`src/pds_pkg.sv`:
```
package pds_pkg;

  localparam int COORD_BITS_DEF = 16;
  localparam int EPS_BITS       = 15;
  localparam logic [EPS_BITS-1:0] EPS_RESET = 15'd1;

  localparam int STEP_W = 4;
  localparam logic [STEP_W-1:0] LAST_STEP_ZERO = 4'd7;
  localparam logic [STEP_W-1:0] LAST_STEP_FULL = 4'd12;

  typedef enum logic [3:0] {
    OPD_UX,
    OPD_UY,
    OPD_VX,
    OPD_VY,
    OPD_EPS,
    OPD_CR_HI,
    OPD_CR_LO,
    OPD_E2_HI,
    OPD_E2_LO,
    OPD_LN_HI,
    OPD_LN_LO
  } operand_e;

  typedef enum logic [1:0] {
    SH_0,
    SH_1,
    SH_2
  } shift_e;

  typedef enum logic [1:0] {
    LT_NONE,
    LT_CROSS,
    LT_LEN,
    LT_EPS2
  } latch_e;

  typedef struct packed {
    operand_e a;
    operand_e b;
    shift_e   sh;
    logic     sub;
    logic     clr;
    latch_e   lt;
  } uop_t;

  typedef struct packed {
    logic capture;
    logic mac_en;
    uop_t uop;
    logic anchor_from_new;
    logic anchor_from_pend;
    logic pend_from_new;
    logic out_from_new;
    logic out_from_pend;
  } cmd_t;

  typedef struct packed {
    logic zero_len;
    logic drop;
    logic out_free;
    logic new_end;
  } status_t;

  function automatic uop_t mk_uop(operand_e a, operand_e b, shift_e sh, logic sub, logic clr,
                                  latch_e lt);
    uop_t u;
    u.a   = a;
    u.b   = b;
    u.sh  = sh;
    u.sub = sub;
    u.clr = clr;
    u.lt  = lt;
    return u;
  endfunction

  // Products are accumulated into one signed sum whose sign gives the decision.
  function automatic uop_t uop_at(logic [STEP_W-1:0] step, logic zero_len);
    uop_t u;
    u = mk_uop(OPD_EPS, OPD_EPS, SH_0, 1'b0, 1'b0, LT_NONE);
    if (step < 4'd5) begin
      case (step)
        4'd0:    u = mk_uop(OPD_UX, OPD_VY, SH_0, 1'b0, 1'b1, LT_NONE);
        4'd1:    u = mk_uop(OPD_UY, OPD_VX, SH_0, 1'b1, 1'b0, LT_CROSS);
        4'd2:    u = mk_uop(OPD_UX, OPD_UX, SH_0, 1'b0, 1'b1, LT_NONE);
        4'd3:    u = mk_uop(OPD_UY, OPD_UY, SH_0, 1'b0, 1'b0, LT_LEN);
        4'd4:    u = mk_uop(OPD_EPS, OPD_EPS, SH_0, 1'b0, 1'b1, LT_EPS2);
        default: u = mk_uop(OPD_EPS, OPD_EPS, SH_0, 1'b0, 1'b0, LT_NONE);
      endcase
    end else if (zero_len) begin
      case (step)
        4'd5:    u = mk_uop(OPD_VX, OPD_VX, SH_0, 1'b0, 1'b1, LT_NONE);
        4'd6:    u = mk_uop(OPD_VY, OPD_VY, SH_0, 1'b0, 1'b0, LT_NONE);
        4'd7:    u = mk_uop(OPD_EPS, OPD_EPS, SH_0, 1'b1, 1'b0, LT_NONE);
        default: u = mk_uop(OPD_EPS, OPD_EPS, SH_0, 1'b0, 1'b0, LT_NONE);
      endcase
    end else begin
      case (step)
        4'd5:    u = mk_uop(OPD_CR_HI, OPD_CR_HI, SH_2, 1'b0, 1'b1, LT_NONE);
        4'd6:    u = mk_uop(OPD_CR_HI, OPD_CR_LO, SH_1, 1'b0, 1'b0, LT_NONE);
        4'd7:    u = mk_uop(OPD_CR_HI, OPD_CR_LO, SH_1, 1'b0, 1'b0, LT_NONE);
        4'd8:    u = mk_uop(OPD_CR_LO, OPD_CR_LO, SH_0, 1'b0, 1'b0, LT_NONE);
        4'd9:    u = mk_uop(OPD_E2_HI, OPD_LN_HI, SH_2, 1'b1, 1'b0, LT_NONE);
        4'd10:   u = mk_uop(OPD_E2_HI, OPD_LN_LO, SH_1, 1'b1, 1'b0, LT_NONE);
        4'd11:   u = mk_uop(OPD_E2_LO, OPD_LN_HI, SH_1, 1'b1, 1'b0, LT_NONE);
        4'd12:   u = mk_uop(OPD_E2_LO, OPD_LN_LO, SH_0, 1'b1, 1'b0, LT_NONE);
        default: u = mk_uop(OPD_EPS, OPD_EPS, SH_0, 1'b0, 1'b0, LT_NONE);
      endcase
    end
    return u;
  endfunction

endpackage

```
`src/pds_ctrl.sv`:
```
module pds_ctrl (
  input  logic              clk_i,
  input  logic              rst_ni,
  input  logic              in_valid_i,
  output logic              in_stall_o,
  input  pds_pkg::status_t  sts_i,
  output pds_pkg::cmd_t     cmd_o
);

  typedef enum logic [2:0] {
    ST_IDLE,
    ST_RUN,
    ST_DRAIN,
    ST_DECIDE,
    ST_EMIT_PEND,
    ST_FINISH,
    ST_EMIT_NEW
  } state_e;

  state_e                       state_q;
  logic [pds_pkg::STEP_W-1:0]   step_q;
  logic                         in_path_q;
  logic                         has_pending_q;
  logic                         last_step;

  assign last_step  = (step_q == (sts_i.zero_len ? pds_pkg::LAST_STEP_ZERO
                                                 : pds_pkg::LAST_STEP_FULL));
  assign in_stall_o = (state_q != ST_IDLE);

  always_comb begin
    cmd_o                  = '0;
    cmd_o.uop              = pds_pkg::uop_at(step_q, sts_i.zero_len);
    cmd_o.capture          = (state_q == ST_IDLE) && in_valid_i;
    cmd_o.mac_en           = (state_q == ST_RUN);
    cmd_o.out_from_pend    = (state_q == ST_EMIT_PEND) && sts_i.out_free;
    cmd_o.anchor_from_pend = (state_q == ST_EMIT_PEND) && sts_i.out_free;
    cmd_o.out_from_new     = (state_q == ST_EMIT_NEW) && sts_i.out_free;
    cmd_o.anchor_from_new  = (state_q == ST_EMIT_NEW) && sts_i.out_free;
    cmd_o.pend_from_new    = (state_q == ST_FINISH) && !sts_i.new_end;
  end

  always_ff @(posedge clk_i or negedge rst_ni) begin
    if (!rst_ni) begin
      state_q       <= ST_IDLE;
      step_q        <= '0;
      in_path_q     <= 1'b0;
      has_pending_q <= 1'b0;
    end else begin
      case (state_q)
        ST_IDLE: begin
          if (in_valid_i) begin
            step_q <= '0;
            if (!in_path_q) begin
              state_q <= ST_EMIT_NEW;
            end else if (has_pending_q) begin
              state_q <= ST_RUN;
            end else begin
              state_q <= ST_FINISH;
            end
          end
        end
        ST_RUN: begin
          step_q <= step_q + 1'b1;
          if (last_step) begin
            state_q <= ST_DRAIN;
          end
        end
        ST_DRAIN: begin
          state_q <= ST_DECIDE;
        end
        ST_DECIDE: begin
          has_pending_q <= 1'b0;
          state_q       <= sts_i.drop ? ST_FINISH : ST_EMIT_PEND;
        end
        ST_EMIT_PEND: begin
          if (sts_i.out_free) begin
            state_q <= ST_FINISH;
          end
        end
        ST_FINISH: begin
          if (sts_i.new_end) begin
            state_q <= ST_EMIT_NEW;
          end else begin
            has_pending_q <= 1'b1;
            state_q       <= ST_IDLE;
          end
        end
        ST_EMIT_NEW: begin
          if (sts_i.out_free) begin
            in_path_q     <= !sts_i.new_end;
            has_pending_q <= 1'b0;
            state_q       <= ST_IDLE;
          end
        end
        default: begin
          state_q <= ST_IDLE;
        end
      endcase
    end
  end

endmodule

```
`src/pds_datapath.sv`:
```
module pds_datapath #(
  parameter int CoordBits = pds_pkg::COORD_BITS_DEF
) (
  input  logic                         clk_i,
  input  logic                         rst_ni,
  input  logic                         epsilon_we_i,
  input  logic [pds_pkg::EPS_BITS-1:0] epsilon_i,
  input  logic signed [CoordBits-1:0]  x_coord_i,
  input  logic signed [CoordBits-1:0]  y_coord_i,
  input  logic                         path_end_i,
  output logic signed [CoordBits-1:0]  out_x_o,
  output logic signed [CoordBits-1:0]  out_y_o,
  output logic                         out_end_o,
  output logic                         out_valid_o,
  input  logic                         out_stall_i,
  input  pds_pkg::cmd_t                cmd_i,
  output pds_pkg::status_t             sts_o
);

  localparam int DiffW  = CoordBits + 1;
  localparam int DigW   = (DiffW > 16) ? DiffW : 16;
  localparam int OpW    = DigW + 1;
  localparam int ProdW  = 2 * OpW;
  localparam int CrossW = 2 * DiffW + 1;
  localparam int AccW   = 4 * DigW + 4;

  logic [pds_pkg::EPS_BITS-1:0] eps_q;
  logic signed [CoordBits-1:0]  anchor_x_q, anchor_y_q, pend_x_q, pend_y_q;
  logic signed [CoordBits-1:0]  new_x_q, new_y_q;
  logic                         new_end_q;
  logic signed [DiffW-1:0]      ux_q, uy_q, vx_q, vy_q;
  logic signed [CrossW-1:0]     cross_q;
  logic [2*DigW-1:0]            len2_q, eps2_q;
  logic signed [ProdW-1:0]      p_q;
  logic                         ctl_vld_q;
  pds_pkg::uop_t                ctl_q;
  logic signed [AccW-1:0]       acc_q, acc_d, term, base;
  logic signed [OpW-1:0]        a_op, b_op;
  logic signed [2*DigW:0]       cross_ext;
  logic                         out_free;

  assign cross_ext = (2 * DigW + 1)'(cross_q);
  assign out_free  = !out_valid_o || !out_stall_i;

  function automatic logic signed [OpW-1:0] pick(
    pds_pkg::operand_e       sel,
    logic signed [DiffW-1:0] ux,
    logic signed [DiffW-1:0] uy,
    logic signed [DiffW-1:0] vx,
    logic signed [DiffW-1:0] vy,
    logic [pds_pkg::EPS_BITS-1:0] eps,
    logic signed [2*DigW:0]  crx,
    logic [2*DigW-1:0]       e2,
    logic [2*DigW-1:0]       ln
  );
    logic signed [OpW-1:0] r;
    case (sel)
      pds_pkg::OPD_UX:    r = OpW'(ux);
      pds_pkg::OPD_UY:    r = OpW'(uy);
      pds_pkg::OPD_VX:    r = OpW'(vx);
      pds_pkg::OPD_VY:    r = OpW'(vy);
      pds_pkg::OPD_EPS:   r = OpW'(eps);
      pds_pkg::OPD_CR_HI: r = crx[2*DigW:DigW];
      pds_pkg::OPD_CR_LO: r = OpW'(crx[DigW-1:0]);
      pds_pkg::OPD_E2_HI: r = OpW'(e2[2*DigW-1:DigW]);
      pds_pkg::OPD_E2_LO: r = OpW'(e2[DigW-1:0]);
      pds_pkg::OPD_LN_HI: r = OpW'(ln[2*DigW-1:DigW]);
      pds_pkg::OPD_LN_LO: r = OpW'(ln[DigW-1:0]);
      default:            r = '0;
    endcase
    return r;
  endfunction

  always_comb begin
    a_op = pick(cmd_i.uop.a, ux_q, uy_q, vx_q, vy_q, eps_q, cross_ext, eps2_q, len2_q);
    b_op = pick(cmd_i.uop.b, ux_q, uy_q, vx_q, vy_q, eps_q, cross_ext, eps2_q, len2_q);
  end

  always_comb begin
    case (ctl_q.sh)
      pds_pkg::SH_1: term = AccW'(p_q) <<< DigW;
      pds_pkg::SH_2: term = AccW'(p_q) <<< (2 * DigW);
      default:       term = AccW'(p_q);
    endcase
    base  = ctl_q.clr ? '0 : acc_q;
    acc_d = ctl_q.sub ? (base - term) : (base + term);
  end

  always_ff @(posedge clk_i or negedge rst_ni) begin
    if (!rst_ni) begin
      eps_q       <= pds_pkg::EPS_RESET;
      ctl_vld_q   <= 1'b0;
      out_valid_o <= 1'b0;
    end else begin
      if (epsilon_we_i) begin
        eps_q <= epsilon_i;
      end
      ctl_vld_q <= cmd_i.mac_en;
      if (cmd_i.out_from_new || cmd_i.out_from_pend) begin
        out_valid_o <= 1'b1;
      end else if (!out_stall_i) begin
        out_valid_o <= 1'b0;
      end
    end
  end

  always_ff @(posedge clk_i) begin
    p_q   <= a_op * b_op;
    ctl_q <= cmd_i.uop;
    if (ctl_vld_q) begin
      acc_q <= acc_d;
      case (ctl_q.lt)
        pds_pkg::LT_CROSS: cross_q <= acc_d[CrossW-1:0];
        pds_pkg::LT_LEN:   len2_q  <= acc_d[2*DigW-1:0];
        pds_pkg::LT_EPS2:  eps2_q  <= acc_d[2*DigW-1:0];
        default: begin
        end
      endcase
    end
    if (cmd_i.capture) begin
      new_x_q   <= x_coord_i;
      new_y_q   <= y_coord_i;
      new_end_q <= path_end_i;
      ux_q      <= DiffW'(x_coord_i) - DiffW'(anchor_x_q);
      uy_q      <= DiffW'(y_coord_i) - DiffW'(anchor_y_q);
      vx_q      <= DiffW'(pend_x_q) - DiffW'(anchor_x_q);
      vy_q      <= DiffW'(pend_y_q) - DiffW'(anchor_y_q);
    end
    if (cmd_i.anchor_from_new) begin
      anchor_x_q <= new_x_q;
      anchor_y_q <= new_y_q;
    end else if (cmd_i.anchor_from_pend) begin
      anchor_x_q <= pend_x_q;
      anchor_y_q <= pend_y_q;
    end
    if (cmd_i.pend_from_new) begin
      pend_x_q <= new_x_q;
      pend_y_q <= new_y_q;
    end
    if (cmd_i.out_from_new) begin
      out_x_o   <= new_x_q;
      out_y_o   <= new_y_q;
      out_end_o <= new_end_q;
    end else if (cmd_i.out_from_pend) begin
      out_x_o   <= pend_x_q;
      out_y_o   <= pend_y_q;
      out_end_o <= 1'b0;
    end
  end

  assign sts_o.zero_len = (ux_q == '0) && (uy_q == '0);
  assign sts_o.drop     = acc_q[AccW-1];
  assign sts_o.out_free = out_free;
  assign sts_o.new_end  = new_end_q;

endmodule

```
`src/polyline_distance_simplifier.sv`:
```
// Channel   Direction  Handshake                 Word
// input     in         in_valid_i / in_stall_o   x_coord_i, y_coord_i, path_end_i
// output    out        out_valid_o / out_stall_i out_x_o, out_y_o, out_end_o
// config    in         epsilon_we_i              epsilon_i
//
// A point that opens a path, or that arrives with no pending point, skips the product steps.
// An interior decision runs the product steps: one shared multiplier forms one product per cycle,
// 13 products in all, or 8 when the new point equals the anchor.
// Reset is asynchronous and active low; epsilon returns to 1 and no path is open.
// A stalled output holds its word and the block waits in its emit state until it is taken.
module polyline_distance_simplifier #(
  parameter int CoordBits = pds_pkg::COORD_BITS_DEF
) (
  input  logic                         clk_i,
  input  logic                         rst_ni,
  input  logic                         epsilon_we_i,
  input  logic [pds_pkg::EPS_BITS-1:0] epsilon_i,
  input  logic                         in_valid_i,
  output logic                         in_stall_o,
  input  logic signed [CoordBits-1:0]  x_coord_i,
  input  logic signed [CoordBits-1:0]  y_coord_i,
  input  logic                         path_end_i,
  output logic                         out_valid_o,
  input  logic                         out_stall_i,
  output logic signed [CoordBits-1:0]  out_x_o,
  output logic signed [CoordBits-1:0]  out_y_o,
  output logic                         out_end_o
);

  pds_pkg::cmd_t    cmd;
  pds_pkg::status_t sts;

  pds_ctrl u_ctrl (
    .clk_i      (clk_i),
    .rst_ni     (rst_ni),
    .in_valid_i (in_valid_i),
    .in_stall_o (in_stall_o),
    .sts_i      (sts),
    .cmd_o      (cmd)
  );

  pds_datapath #(
    .CoordBits (CoordBits)
  ) u_datapath (
    .clk_i        (clk_i),
    .rst_ni       (rst_ni),
    .epsilon_we_i (epsilon_we_i),
    .epsilon_i    (epsilon_i),
    .x_coord_i    (x_coord_i),
    .y_coord_i    (y_coord_i),
    .path_end_i   (path_end_i),
    .out_x_o      (out_x_o),
    .out_y_o      (out_y_o),
    .out_end_o    (out_end_o),
    .out_valid_o  (out_valid_o),
    .out_stall_i  (out_stall_i),
    .cmd_i        (cmd),
    .sts_o        (sts)
  );

endmodule
```
`config.mk`:
```
export PLATFORM = sky130hd
export DESIGN_NAME = polyline_distance_simplifier
export DESIGN_NICKNAME = d
export VERILOG_FILES = /design/src/pds_pkg.sv /design/src/pds_ctrl.sv /design/src/pds_datapath.sv /design/src/polyline_distance_simplifier.sv
export SDC_FILE = /design/constraint.sdc
export NUM_CORES = 2
export LEC_CHECK = 0
export BUFFER_PORTS_ARGS = -buffer_cell sky130_fd_sc_hd__buf_2
export CAP_MARGIN = 10
export CORE_ASPECT_RATIO = 1.1
export CORE_MARGIN = 2
export CORE_UTILIZATION = 60
export CTS_CLUSTER_SIZE = 14
export DETAILED_ROUTE_END_ITERATION = 10
export GPL_TIMING_DRIVEN = 0
export PLACE_DENSITY = 0.79
export RECOVER_POWER = 50
export SLEW_MARGIN = 0
export SYNTH_ARGS = -nofsm -noshare
export SYNTH_HDL_FRONTEND = slang
export SYNTH_SLANG_ARGS = --single-unit
```
`constraint.sdc`:
```
create_clock -name clk_i -period 20.6 [get_ports clk_i]
set_clock_uncertainty 0.15 [all_clocks]
set_input_delay 4.12 -clock clk_i [delete_from_list [all_inputs] [get_ports clk_i]]
set_output_delay 4.12 -clock clk_i [all_outputs]
set_load 0.005 [all_outputs]
```
==> metrics.md <==
| Metric | Value |
|---|---|
| Mapped cell area | approximately 38000 sq um |
| Yosys warning count | 0 |
| Critical setup path kind | reg2reg |
| Setup TNS | 0 ns |
| CP max FO | 10 |
| Worst Path Required | about 21 ns |
| Ports | 88 |
| Commonest non-fill, non-tap cells in the layout | 493 x inv_1, 374 x nor2_1, 370 x nand2_1 |
| Tcrit/Tclk final | between 50% and 60% |
| Final nets | 4717 |
| Register area share after synthesis | 30.8% |
| Final hold violation count | 0 |
| Die Y | between 200 and 300 um |
| Final Max Tran Viols | 223 |
| Reg2reg setup slack | around 8.6 ns |
| DR vias | around 31000 |
| FF+latch area | 11700 sq um |
| Share of cells above drive strength 1 | under 10% |
| Post-CTS setup buffers | 0 |
| Largest net degree at the start of global routing | 63 |
| Syn avg cell area | ~9.6 sq um |
| Die area | 65400 sq um |
| CP dominant cell by count | fa_1 |
| CP Launch Type | flip-flop |
| Post-DP HPWL | 91200 um |
| Post-CTS Resized | 0 |
| Global Route Usage Sum | 35.9% |
| Clk buf depth | 3 |
| CTS Hold Bufs | 0 |
| Tmin final | about 12 ns |
| Synth Instances | between 3000 and 4000 |
| CTS tree | done |
| # H-tree levels | 2 |
| Clock buffer count from CTS | 46 |
| Overflow after GRT | 0 |
| Buf+Inv Stages, Crit Path | 7 |
| Commonest non-fill, non-tap cell in the layout | inv_1 |
| Net Count, Synth | 4573 |
| Global-route wire length before repair | about 180000 um |
| Clock transition at path regs | roughly 0.060 ns |
| Final setup vio count | 0 |
| GP Congestion | 1.08 |
| Worst hold path type | reg2reg |
| Initial Util | 60.8% |
| CP max stage cell | nor4_1 |
| Via density | 6.28 |
| Multi-input logic area | between 20000 and 25000 sq um |
| PortBufs | 86 |
| Clock latency on the worst-skew pair | roughly 0.64 ns |
| First drt pass iteration count | 6 |
| DRC viols | 0 |
| Ys async rst share | ~6.4% |
| EDFF count, synth | 341 |
| Worst-margin pin slew | 2.67 ns |
| Status | complete, but fails checks |
| DRT iter0 DRCs | between 3000 and 4000 |
| Rel. slew slack | -77.7% |
| Row count | 96 |
| Failing checks | capacitance limit, slew limit |
| Final WL | 116000 um |
| Main flop type after synthesis | edfxtp_1 |
| Root Driver | clkbuf_16 |
| Chip width | 244 um |
| # fillers | a little under 5000 |
| WP data arrival | between 10 and 15 ns |
| Antenna-violating nets left | 0 |
| Layout area overhead | 7.97% |
| Max_cap viols | 8 |
| Achievable Freq | roughly 83 MHz |
| Synth unique cells | around 110 |
| Initial antenna violation count | 6 |
| Worst setup EP type | flip-flop |
| Synth Register Bits | between 400 and 500 |
| Clk sinks | slightly above 400 |
| RSZ-0062 raised after global routing | false |
| Vias in the first global route | about 31000 |
| Cell family with most CP delay | adder cells |
| WL/cell | roughly 23 um |
| Core Region | about 63000 sq um |
| Slowest Stage Delay on Critical Path | a little over 0.7 ns |
==> cell families (layout without fill, tap and decap cells) <==
logic type | after synthesis | count (layout) | share of synthesized area [%]
fa+ha+maj | 571 | 571 | 25.4
simple gates | 1234 | 1234 | 15.6
compound gates | 797 | 797 | 14.4
xor+xnor | 196 | 196 | 4.51
other cells | 0 | 3 | 0
mux | 75 | 75 | 2.18
flops | 409 | 409 | 30.8
buf+inv | 667 | 847 | 7.13
==> layer usage <==
metal | vias up | wire [um] | global-route usage (%)
met1 | 14999 | 42400 | 43.1
met5 | - | 13 | 0
li1 | 13868 | - | -
met2 | 1771 | 53000 | 58.5
met3 | 526 | 11200 | 7.68
met4 | 2 | 9870 | 24.7
==> final timing paths <==
path | end | depth (start not counted) | start
max | u_datapath.p_q[34]$_DFF_P_ | 34 | u_datapath.uy_q[0]$_DFFE_PP_
min | u_datapath.pend_y_q[9]$_DFFE_PP_ | 0 | u_datapath.new_y_q[9]$_DFFE_PP_
max reg2reg | u_datapath.p_q[34]$_DFF_P_ | 34 | u_datapath.uy_q[0]$_DFFE_PP_
min reg2reg | u_datapath.pend_y_q[9]$_DFFE_PP_ | 0 | u_datapath.new_y_q[9]$_DFFE_PP_
max in group asynchronous | u_datapath.eps_q[4]$_DFFE_PN0P_ | 1 | rst_ni
min in group asynchronous | u_ctrl.step_q[1]$_DFFE_PN0P_ | 1 | rst_ni
==> synth_stat cells, types with 20 or more instances <==
library cell / instances / area share (%)
a211oi_1: 20 / 0.39
a21o_1: 65 / 1.3
a21oi_1: 211 / 2.8
a221oi_1: 26 / 0.60
a222oi_1: 31 / 0.82
a22oi_1: 69 / 1.4
a31oi_1: 29 / 0.48
and2_1: 44 / 0.72
and3_1: 48 / 0.79
buf_2: 45 / 0.59
clkbuf_1: 90 / 0.89
dfrtp_1: 25 / 1.6
dfxtp_1: 42 / 2.2
edfxtp_1: 341 / 27
fa_1: 335 / 18
ha_1: 236 / 7.8
inv_1: 494 / 4.9
mux2_2: 51 / 1.5
mux2i_1: 22 / 0.58
nand2_1: 370 / 3.7
nand2b_1: 43 / 0.71
nand3_1: 70 / 0.92
nand4_1: 28 / 0.46
nor2_1: 373 / 3.7
nor2b_1: 120 / 2.0
nor3_1: 41 / 0.54
o21ai_0: 144 / 1.9
xnor2_1: 137 / 3.2
xor2_1: 59 / 1.4
==> final cells by class <==
type	count	share of cell area, %
multi-input combinational	2873	57.4
sequential	409	28.6
inverter	494	4.52
clock buffer	51	2.90
tap	833	2.54
buffer	173	2.06
timing repair buffer	96	1.11
clock inverter	33	0.859
antenna	3	0.0183
==> flip-flops by register name, indices dropped and copies added, names as in the netlist, 4 cells and up <==
signal	count
u_datapath.eps_q	15
u_datapath.acc_q	72
u_datapath.vx_q	17
u_datapath.pend_y_q	16
u_datapath.new_y_q	16
u_datapath.out_x_o	16
u_datapath.eps2_q	34
u_datapath.anchor_y_q	16
u_datapath.p_q	36
u_datapath.ctl_q	6
u_datapath.new_x_q	16
u_datapath.pend_x_q	16
u_datapath.len2_q	34
u_ctrl.step_q	4
u_datapath.ux_q	17
u_datapath.uy_q	17
u_datapath.cross_ext	35
u_datapath.vy_q	17
==> metrics by stage <==
stage	worst slack [ns]	area (sq um)	hold WS [ns]	util, %	instances
2_1_floorplan	12.06	38000	0.272	-	3949
4_1_cts	9.08	41300	0.294	65.9	4961
3_5_place_dp	9.12	39700	0.282	63.5	4877
3_3_place_gp	9.29	39500	0.273	63.1	4868
6_report	8.61	41100	0.290	65.6	4965
5_1_grt	8.31	41100	0.303	65.6	4962
Power is left out: the tool's default activity adds up to more than one toggle a clock period on the data nets, which glitch-free logic cannot reach.
